File: config.mk
export PLATFORM = sky130hd
export DESIGN_NAME = ssd_crop_candidate_check
export DESIGN_NICKNAME = d
export VERILOG_FILES = /design/src/hw/rtl/sscc_pkg.sv /design/src/hw/rtl/ssd_crop_candidate_check.sv
export SDC_FILE = /design/constraint.sdc
export NUM_CORES = 2
export LEC_CHECK = 0
export BUFFER_PORTS_ARGS = -buffer_cell sky130_fd_sc_hd__buf_4
export CAP_MARGIN = 30
export CORE_UTILIZATION = 40
export DETAILED_ROUTE_END_ITERATION = 10
export SLEW_MARGIN = 20
export SYNTH_ARGS = -nofsm -noshare
export SYNTH_HDL_FRONTEND = slang
export SYNTH_SLANG_ARGS = --single-unit
File: constraint.sdc
create_clock -name aclk -period 15.5 [get_ports aclk]
set_input_delay 1.55 -clock aclk [delete_from_list [all_inputs] [get_ports aclk]]
set_output_delay 1.55 -clock aclk [all_outputs]
set_load 0.05 [all_outputs]
File: src/hw/rtl/sscc_pkg.sv
// Shared widths, field positions, codes and helpers for the SSD crop candidate check.
package sscc_pkg;

    // Geometry and counting
    localparam int COORD_W   = 17;
    localparam int DIFF_W    = COORD_W + 1;
    localparam int PROD_W    = 2 * DIFF_W;
    localparam int UNI_W     = PROD_W + 2;
    localparam int CMP_W     = UNI_W + 4;
    localparam int OPT_W     = 3;
    localparam int MAX_BOXES = 256;
    localparam int CNT_W     = $clog2(MAX_BOXES + 1);

    // Input tdata layout, lowest field first
    localparam int CROP_L_LSB      = 0;
    localparam int CROP_T_LSB      = CROP_L_LSB + COORD_W;
    localparam int CROP_R_LSB      = CROP_T_LSB + COORD_W;
    localparam int CROP_B_LSB      = CROP_R_LSB + COORD_W;
    localparam int OPTION_LSB      = CROP_B_LSB + COORD_W;
    localparam int BOX_LEFT_LSB    = OPTION_LSB + OPT_W;
    localparam int BOX_TOP_LSB     = BOX_LEFT_LSB + COORD_W;
    localparam int BOX_RIGHT_LSB   = BOX_TOP_LSB + COORD_W;
    localparam int BOX_BOTTOM_LSB  = BOX_RIGHT_LSB + COORD_W;
    localparam int S_FIELDS_W      = BOX_BOTTOM_LSB + COORD_W;
    localparam int S_TDATA_W       = ((S_FIELDS_W + 7) / 8) * 8;

    // Result tdata layout, lowest field first
    localparam int M_FIELDS_W = 4 + CNT_W;
    localparam int M_TDATA_W  = ((M_FIELDS_W + 7) / 8) * 8;

    // Configuration register indexes
    localparam int CFG_IDX_W = 1;
    localparam logic [CFG_IDX_W-1:0] REG_CHECK_ALL_OVERLAP = 1'd0;
    localparam logic [CFG_IDX_W-1:0] REG_SHAPE_GIVEN       = 1'd1;

    // Option codes
    localparam logic [OPT_W-1:0] OPT_TH_FIRST = 3'd1;
    localparam logic [OPT_W-1:0] OPT_TH_LAST  = 3'd5;
    localparam logic [OPT_W-1:0] OPT_IOU_0P1  = 3'd1;
    localparam logic [OPT_W-1:0] OPT_IOU_0P3  = 3'd2;
    localparam logic [OPT_W-1:0] OPT_IOU_0P5  = 3'd3;
    localparam logic [OPT_W-1:0] OPT_IOU_0P7  = 3'd4;
    localparam logic [OPT_W-1:0] OPT_IOU_0P9  = 3'd5;
    localparam logic [OPT_W-1:0] OPT_WHOLE    = 3'd6;

    // Threshold tenths times the union, built from shifts, adds and a subtraction
    function automatic logic signed [CMP_W-1:0] tenths_times(
        input logic [OPT_W-1:0]       opt,
        input logic signed [UNI_W-1:0] uni
    );
        logic signed [CMP_W-1:0] u;
        logic signed [CMP_W-1:0] r;
        u = CMP_W'(uni);
        case (opt)
            OPT_IOU_0P1: r = u;
            OPT_IOU_0P3: r = (u <<< 1) + u;
            OPT_IOU_0P5: r = (u <<< 2) + u;
            OPT_IOU_0P7: r = (u <<< 3) - u;
            OPT_IOU_0P9: r = (u <<< 3) + u;
            default:     r = '0;
        endcase
        return r;
    endfunction

endpackage

File: src/hw/rtl/ssd_crop_candidate_check.sv
// SSD crop candidate check: per-box IoU threshold and center test, verdict on the last box.
// Each box item is accepted in idle, then intersection, box area and crop area take turns on
// one shared 18x18 signed multiplier, then union and decision; a new item is taken only in idle.
// A verdict is registered onto m_tvalid from the decision step of the last box; while it waits the
// input stays ready in idle, and a further last box holds in its decision step until taken.
// Synchronous active-low reset clears the sequencer, output valid, configuration registers and accumulators.
module ssd_crop_candidate_check (
    input  logic                          aclk,
    input  logic                          aresetn,
    // Input items
    input  logic                          s_tvalid,
    output logic                          s_tready,
    // crop left, crop top, crop right, crop bottom, option index,
    // box left, box top, box right, box bottom, zero fill
    input  logic [sscc_pkg::S_TDATA_W-1:0] s_tdata,
    input  logic                          s_tuser,   // first_box
    input  logic                          s_tlast,   // last_box
    // Result items
    output logic                          m_tvalid,
    input  logic                          m_tready,
    // accept, whole_image, aspect_bad, overlap_bad, centres_inside, zero fill
    output logic [sscc_pkg::M_TDATA_W-1:0] m_tdata,
    // Configuration writes
    input  logic                          cfg_valid,
    output logic                          cfg_ready,
    input  logic [sscc_pkg::CFG_IDX_W-1:0] cfg_index,
    input  logic                          cfg_data
);
    import sscc_pkg::*;

    typedef enum logic [5:0] {
        ST_IDLE      = 6'b000001,
        ST_MUL_INTER = 6'b000010,
        ST_MUL_BOX   = 6'b000100,
        ST_MUL_CROP  = 6'b001000,
        ST_UNION     = 6'b010000,
        ST_DECIDE    = 6'b100000
    } state_t;

    state_t state_reg, state_next;

    logic check_all_reg;
    logic shape_given_reg;
    logic overlap_failed_reg;
    logic [CNT_W-1:0] centre_count_reg;

    // Item payload held for the sequencer
    logic [COORD_W-1:0] cl_reg, ct_reg, cr_reg, cb_reg;
    logic [COORD_W-1:0] bl_reg, bt_reg, br_reg, bb_reg;
    logic [OPT_W-1:0]   opt_reg;
    logic               last_reg;

    // Shared multiplier and intermediate results
    logic signed [DIFF_W-1:0] mul_a, mul_b;
    logic signed [PROD_W-1:0] mul_p;
    logic signed [PROD_W-1:0] prod_reg, inter_reg, abox_reg;
    logic signed [UNI_W-1:0]  uni_reg;

    logic s_accept;
    logic out_blocked;

    assign cfg_ready   = 1'b1;
    assign s_tready    = (state_reg == ST_IDLE);
    assign s_accept    = s_tvalid && s_tready;
    assign out_blocked = last_reg && m_tvalid && !m_tready;

    // Configuration registers
    always_ff @(posedge aclk) begin
        if (!aresetn) begin
            check_all_reg   <= 1'b0;
            shape_given_reg <= 1'b0;
        end else if (cfg_valid && cfg_ready) begin
            case (cfg_index)
                REG_CHECK_ALL_OVERLAP: check_all_reg   <= cfg_data;
                REG_SHAPE_GIVEN:       shape_given_reg <= cfg_data;
                default: ;
            endcase
        end
    end

    // Intersection extents, clamped at zero
    logic [COORD_W-1:0]       ix_lo, ix_hi, iy_lo, iy_hi;
    logic signed [DIFF_W-1:0] iw_raw, ih_raw, iw, ih;
    always_comb begin
        ix_lo  = (bl_reg > cl_reg) ? bl_reg : cl_reg;
        ix_hi  = (br_reg < cr_reg) ? br_reg : cr_reg;
        iy_lo  = (bt_reg > ct_reg) ? bt_reg : ct_reg;
        iy_hi  = (bb_reg < cb_reg) ? bb_reg : cb_reg;
        iw_raw = $signed({1'b0, ix_hi}) - $signed({1'b0, ix_lo});
        ih_raw = $signed({1'b0, iy_hi}) - $signed({1'b0, iy_lo});
        iw     = iw_raw[DIFF_W-1] ? '0 : iw_raw;
        ih     = ih_raw[DIFF_W-1] ? '0 : ih_raw;
    end

    // Select multiplier operands by step
    always_comb begin
        case (state_reg)
            ST_MUL_INTER: begin
                mul_a = iw;
                mul_b = ih;
            end
            ST_MUL_BOX: begin
                mul_a = $signed({1'b0, bb_reg}) - $signed({1'b0, bt_reg});
                mul_b = $signed({1'b0, br_reg}) - $signed({1'b0, bl_reg});
            end
            default: begin
                mul_a = $signed({1'b0, cb_reg}) - $signed({1'b0, ct_reg});
                mul_b = $signed({1'b0, cr_reg}) - $signed({1'b0, cl_reg});
            end
        endcase
        mul_p = mul_a * mul_b;
    end

    // Threshold decision, center test and aspect test
    logic                     thr_on, box_fail, centre_in, aspect_bad, whole;
    logic signed [CMP_W-1:0]  ten_inter, k_uni;
    logic [DIFF_W-1:0]        xc2, yc2;
    logic signed [DIFF_W:0]   crop_w, crop_h;
    logic                     ovl_failed_next, ovl_bad;
    logic [CNT_W-1:0]         count_next;
    always_comb begin
        thr_on    = check_all_reg && (opt_reg inside {[OPT_TH_FIRST:OPT_TH_LAST]});
        ten_inter = (CMP_W'(inter_reg) <<< 3) + (CMP_W'(inter_reg) <<< 1);
        k_uni     = tenths_times(opt_reg, uni_reg);
        box_fail  = (uni_reg < 0) || ((uni_reg > 0) && (ten_inter < k_uni));
        ovl_failed_next = overlap_failed_reg || (thr_on && box_fail);

        xc2 = {1'b0, bl_reg} + {1'b0, br_reg};
        yc2 = {1'b0, bt_reg} + {1'b0, bb_reg};
        centre_in = (xc2 > {cl_reg, 1'b0}) && (xc2 < {cr_reg, 1'b0})
                 && (yc2 > {ct_reg, 1'b0}) && (yc2 < {cb_reg, 1'b0});
        count_next = centre_count_reg;
        if (centre_in && (centre_count_reg < CNT_W'(MAX_BOXES)))
            count_next = centre_count_reg + 1'b1;

        crop_w = $signed({2'b00, cr_reg}) - $signed({2'b00, cl_reg});
        crop_h = $signed({2'b00, cb_reg}) - $signed({2'b00, ct_reg});
        aspect_bad = (crop_w <= 0) || (crop_h <= 0)
                  || ((crop_w <<< 1) < crop_h) || (crop_w > (crop_h <<< 1));
        ovl_bad = check_all_reg && ovl_failed_next;
        whole   = (opt_reg >= OPT_WHOLE) || shape_given_reg;
    end

    // Sequencer
    always_comb begin
        state_next = state_reg;
        case (state_reg)
            ST_IDLE:      if (s_accept) state_next = ST_MUL_INTER;
            ST_MUL_INTER: state_next = ST_MUL_BOX;
            ST_MUL_BOX:   state_next = ST_MUL_CROP;
            ST_MUL_CROP:  state_next = ST_UNION;
            ST_UNION:     state_next = ST_DECIDE;
            ST_DECIDE:    if (!out_blocked) state_next = ST_IDLE;
            default:      state_next = ST_IDLE;
        endcase
    end

    always_ff @(posedge aclk) begin
        if (!aresetn) begin
            state_reg <= ST_IDLE;
        end else begin
            state_reg <= state_next;
        end
    end

    // Capture the item
    always_ff @(posedge aclk) begin
        if (s_accept) begin
            cl_reg   <= s_tdata[CROP_L_LSB      +: COORD_W];
            ct_reg   <= s_tdata[CROP_T_LSB      +: COORD_W];
            cr_reg   <= s_tdata[CROP_R_LSB      +: COORD_W];
            cb_reg   <= s_tdata[CROP_B_LSB      +: COORD_W];
            opt_reg  <= s_tdata[OPTION_LSB      +: OPT_W];
            bl_reg   <= s_tdata[BOX_LEFT_LSB    +: COORD_W];
            bt_reg   <= s_tdata[BOX_TOP_LSB     +: COORD_W];
            br_reg   <= s_tdata[BOX_RIGHT_LSB   +: COORD_W];
            bb_reg   <= s_tdata[BOX_BOTTOM_LSB  +: COORD_W];
            last_reg <= s_tlast;
        end
    end

    // Advance the arithmetic through the shared multiplier
    always_ff @(posedge aclk) begin
        case (state_reg)
            ST_MUL_INTER: prod_reg <= mul_p;
            ST_MUL_BOX: begin
                inter_reg <= prod_reg;
                prod_reg  <= mul_p;
            end
            ST_MUL_CROP: begin
                abox_reg <= prod_reg;
                prod_reg <= mul_p;
            end
            ST_UNION: uni_reg <= UNI_W'(abox_reg) + UNI_W'(prod_reg) - UNI_W'(inter_reg);
            default: ;
        endcase
    end

    // Accumulators: clear on a first box, update once per item
    always_ff @(posedge aclk) begin
        if (!aresetn) begin
            overlap_failed_reg <= 1'b0;
            centre_count_reg   <= '0;
        end else if (s_accept && s_tuser) begin
            overlap_failed_reg <= 1'b0;
            centre_count_reg   <= '0;
        end else if ((state_reg == ST_DECIDE) && !out_blocked) begin
            overlap_failed_reg <= ovl_failed_next;
            centre_count_reg   <= count_next;
        end
    end

    // Pack the verdict item
    logic [M_TDATA_W-1:0] verdict_word;
    always_comb begin
        verdict_word = '0;
        if (whole) begin
            verdict_word[0] = 1'b1;
            verdict_word[1] = 1'b1;
        end else begin
            verdict_word[0] = !aspect_bad && !ovl_bad && (count_next != '0);
            verdict_word[2] = aspect_bad;
            verdict_word[3] = ovl_bad;
            verdict_word[4 +: CNT_W] = count_next;
        end
    end

    // Output register: load the verdict, drop valid once taken
    logic m_tvalid_reg;
    logic [M_TDATA_W-1:0] m_tdata_reg;
    always_ff @(posedge aclk) begin
        if (!aresetn) begin
            m_tvalid_reg <= 1'b0;
        end else if ((state_reg == ST_DECIDE) && last_reg && !out_blocked) begin
            m_tvalid_reg <= 1'b1;
        end else if (m_tready) begin
            m_tvalid_reg <= 1'b0;
        end
    end

    always_ff @(posedge aclk) begin
        if ((state_reg == ST_DECIDE) && last_reg && !out_blocked) begin
            m_tdata_reg <= verdict_word;
        end
    end

    assign m_tvalid = m_tvalid_reg;
    assign m_tdata  = m_tdata_reg;

endmodule

# == After elaboration in Yosys (flattened, before gate mapping) ==
# Cells that the tools add are included.
# totals
regBits,318
latch_bits,0
ramBits,0
mem_bits_ro,0
in_bits,153
output_inout_bits,19
word_cells,126
mem_count,0
# op_classes
n_addsub,18
n_mul,1
n_div,0
order_cmp,19
eq_ne,13
n_shift,0
mux,16
n_bitwise,2
n_reduce_logical,35
# ops
cell,count
$pmux 42 s5,1
$sub 17x17->18,8
$mux 17,6
$pmux 18 s2,2
$add 41x38->42,1
$lt 40x42->1,1
$sub 41x38->42,1
$add 40x38->41,1
$add 39x37->40,1
$add 39x38->40,1
$gt 38x1->1 const B,1
$lt 38x1->1 const B,1
$sub 37x36->38,1
$add 36x36->37,1
$add 17x17->18,2
$gt 18x18->1,2
$le 18x1->1 const B,2
$lt 18x18->1,2
$mul 18x18->36,1
$pmux 6 s6,1
$gt 17x17->1,2
$lt 17x17->1,2
$gt 18x19->1,1
$lt 19x18->1,1
28 further kinds,61

# == Logic depth before layout (Yosys ltp) ==
# logic_depth
ltp_word,11
mapped_depth,52
mapped_depth_nobuf,50

# == Least setup slack after synthesis ==
# Ideal clock, no wire load.
# synth_timing
path_kind,register to register
start,reg ct_reg[1]
end,"reg prod_reg[35], data pin"
setup_time_ns,0.260
arrival_time_ns,10.706
required_ns,15.240
path_slack_ns,4.534
stages_incl_launch_ff,48
path_buffers,2
synth_period_minus_slack_ns,10.966
cell_sequence,edfxtp_1 inv_1 ha_1 nor2b_1 o21a_1 o21a_1 o21a_1 o21a_1 o21ai_0 a21oi_1 o21bai_1 a31oi_1 nand2_1 clkbuf_1 mux2i_1 fa_1 a21o_1 a21oi_1 [12 not listed] inv_1 fa_1 inv_1 fa_1 fa_1 inv_1 fa_1 inv_1 ha_1 or2_2 a21oi_1 a21oi_1 a211oi_1 a21oi_1 o21a_1 a32oi_1 a21oi_1 xnor2_1
# synth_between
elab_chain_len,6
word_cells_on_any_way,8
cone_classes,add/sub (2); mul (1); order compare (1); mux (4)
# synth_rtl
item,line_no,source
from (decl),ssd_crop_candidate_check.sv:48,"logic [COORD_W-1:0] cl_reg, ct_reg, cr_reg, cb_reg;"
from (signal assigned),ssd_crop_candidate_check.sv:170,ct_reg <= s_tdata[CROP_T_LSB +: COORD_W];
$gt 17x17->1,ssd_crop_candidate_check.sv:87,iy_lo = (bt_reg > ct_reg) ? bt_reg : ct_reg;
$mux 17,ssd_crop_candidate_check.sv:87,
$sub 17x17->18,ssd_crop_candidate_check.sv:90,"ih_raw = $signed({1'b0, iy_hi}) - $signed({1'b0, iy_lo});"
$mux 17,ssd_crop_candidate_check.sv:92,ih = ih_raw[DIFF_W-1] ? '0 : ih_raw;
$pmux 18 s2,ssd_crop_candidate_check.sv:97,case (state_reg)
$mul 18x18->36 (*),ssd_crop_candidate_check.sv:111,mul_p = mul_a * mul_b;
net mul_p[35],ssd_crop_candidate_check.sv:55,logic signed [PROD_W-1:0] mul_p;
to (signal assigned),ssd_crop_candidate_check.sv:185,ST_MUL_INTER: prod_reg <= mul_p;
to (signal assigned),ssd_crop_candidate_check.sv:188,prod_reg <= mul_p;
to (signal assigned),ssd_crop_candidate_check.sv:192,prod_reg <= mul_p;
to (decl),ssd_crop_candidate_check.sv:56,"logic signed [PROD_W-1:0] prod_reg, inter_reg, abox_reg;"
# Mark *: on every way through the listed nets, which the timed path passes. The rest lies on a longest branch.
# A chain may end at the register's enable or synchronous reset.

# == Worst setup path after layout ==
# layout_timing
start,reg cl_reg[1]
end,"reg prod_reg[35], data pin"
# layout_between
elab_chain_len,6
word_cells_on_any_way,8
cone_classes,add/sub (2); mul (1); order compare (1); mux (4)
# layout_rtl
item,line_no,source
from (decl),ssd_crop_candidate_check.sv:48,
from (signal assigned),ssd_crop_candidate_check.sv:169,cl_reg <= s_tdata[CROP_L_LSB +: COORD_W];
$gt 17x17->1,ssd_crop_candidate_check.sv:85,ix_lo = (bl_reg > cl_reg) ? bl_reg : cl_reg;
$mux 17,ssd_crop_candidate_check.sv:85,
$sub 17x17->18,ssd_crop_candidate_check.sv:89,"iw_raw = $signed({1'b0, ix_hi}) - $signed({1'b0, ix_lo});"
$mux 17,ssd_crop_candidate_check.sv:91,iw = iw_raw[DIFF_W-1] ? '0 : iw_raw;
$pmux 18 s2,ssd_crop_candidate_check.sv:97,
$mul 18x18->36 (*),ssd_crop_candidate_check.sv:111,
net mul_p[35],ssd_crop_candidate_check.sv:55,
# Marks and branches as above.

==> impl_metrics.ini <==
[outcome]
status = finished clean

[finish]
fin_util = 0.4422
antennaDiodeCount = 0
seq_area_um2 = 9359
area_delta_synth_final_pct = 9.070
fillers = 11470
final_cells = 7000
nNetsFinal = 6652
multi_input_area_um2 = 34350
drive_gt1_frac = 0.07305
largest_register_ffs = 38

[clocking]
post_cts_buffers = 0
root_buffer = clkbuf_16
cts_tree = yes
cts_resized = 0
clkTransAtPathRegs_ns = 0.06
clock_latency_ns = 0.59
htree_levels = 2
cts.sinks = 318
clock_path_buffers = 3
postCtsHoldBufs = 0
cts_buffers = 38

[worst_setup_path]
slowest_stage = a221oi_2
crit_path_end_kind = flip-flop
worstPathRequired_ns = 15.82
worstSetupStartpointType = flip-flop
cp_common_cell = fa_1
cp_max_fo = 31
crit_arrival_ns = 12.89
max_stage_delay_ns = 0.98
crit_type = reg -> reg
reg2regPathDepth = 46

[global_route]
antenna_found_initial = 0
overflow = 0
grtUsageTotal = 0.2222
grt_max_degree = 76
grt_pass1_vias = 38900
grt_pass1_wl_mm = 212.6

[floorplanning]
ios = 172
fp.dieH_um = 345.9
dieArea_um2 = 119600
fp-row-count = 125
die_w_um = 345.9
start_util = 0.4054
core_area_um2 = 116700

[route]
drt-pass1-iter-count = 6
drt_iter0_drc = 2281
wirelength_mm = 133.5
post-route-drc-count = 0
vias_per_cell = 5.453
num_vias = 38170
wl_per_cell_um = 19.07
ant_nets = 0

[yosys]
synth_area_per_cell_um2 = 8.898
synth_top_family_by_area = adder cells
synthAdderAreaFrac = 0.3385
synth_compound_area_frac = 0.1813
postSynthCellCount = 5316
ys_seq_elements = 318
yosysWarnings = 0
synth_cell_types = 98
synthXorXnorAreaFrac = 0.05777
yosys.area_share.simple = 0.1320
synthMuxAreaShare = 0.01537
synth-edff-count = 299
synth_ff_type = edfxtp_1
synth_area_um2 = 47300
ys_seq_area_frac = 0.1978
synthArstFlopShare = 0

[job]
cap_violations = 0

[place]
pre_cts_ws_ns = 2.941
place_inst = 6927
place_congestion = 0.9381
portBuffers = 162
place_hpwl_mm = 110.4

[sta]
finClkSkew_ns = 0.02900
worstMarginPinSlew_ns = 1.152
rsz0062_at_grt = false
fin_crit_sh = 0.8109
max_freq_ghz = 0.07956
maxSlewViolCount = 0
relSlewSlack = 0.2323
hold_viol_final = 0
finalSetupViolCount = 0
setup_slack_ns = 2.931
fin_setup_tns_ns = 0
period_needed_ns = 12.57

[worst_hold_path]
hold_depth = 0
hold_class = reg -> reg
## final cells by class
type / instances / share of cell area
multi-input combinational: 4037 / 0.6658
tap: 1524 / 0.03696
timing repair buffer: 218 / 0.03201
sequential: 318 / 0.1814
inverter: 833 / 0.06060
clock buffer: 47 / 0.01969
clock inverter: 23 / 0.003565
## layer usage
| layer | vias up | track usage | part of all wire |
|---|---|---|---|
| met1 | 18480 | 0.2875 | 0.45 |
| met2 | 846 | 0.3877 | 0.48 |
| met5 | - | 0 | 0 |
| met3 | 203 | 0.01926 | 0.039 |
| li1 | 18640 | - | - |
| met4 | 0 | 0.07447 | 0.035 |
## stage by stage
step | instance area (um^2) | hold WS, ns
after global routing | 51590 | 0.4769
after floorplan | 47310 | 0.4432
final | 51590 | 0.4551
after global placement | 50340 | 0.4514
after CTS | 51550 | 0.4624
after detailed placement | 50350 | 0.4601
## cells in the mapped netlist (85+ instances only)
cell,instances,area (um^2)
o21ai_0,217,1086
inv_1,829,3112
nor2_1,443,1663
edfxtp_1,299,8979
clkbuf_1,112,420.4
xnor2_1,212,1857
fa_1,378,7567
nand2_1,333,1250
ha_1,675,8446
xor2_1,100,875.8
a21oi_1,374,1872
nor2b_1,85,531.8
a21o_1,171,1284
## path summary, 6_finish.rpt
check | start | end | slack, ns
max reg2reg | cl_reg[1] | prod_reg[35] | 2.93
max | cl_reg[1] | prod_reg[35] | 2.93
min reg2reg | prod_reg[14] | abox_reg[14] | 0.46
min | prod_reg[14] | abox_reg[14] | 0.46
## logic make-up after synthesis
logic type	after synthesis
other	2
buffers and inverters	963
xor gates and xnor gates	312
adders and majority gates	1053
and+or+nand+nor	1322
DFF	318
AOI/OAI and AO/OA	1278
muxes	68
## critical path: cells and delay by family, from the launching register on
family / cells / cell delay [ns]
XOR/XNOR: 1 / 0.16
buffers and inverters: 7 / 0.90
flip-flops: 1 / 0.37
adder cells (fa/ha/maj): 9 / 4.00
AND/OR/NAND/NOR: 6 / 0.90
AO/OA/AOI/OAI: 23 / 5.93
## layout by cell type (no fill, tap or decap), drive strengths merged, types with 212 or more instances in the layout
cell type	instances
o21ai	229
nand2	333
xnor2	212
ha	675
nor2	443
buf	218
a21oi	378
inv	835
edfxtp	299
fa	378
Power is left out: the tool's default activity adds up to more than one toggle a clock period on the data nets, which glitch-free logic cannot reach.
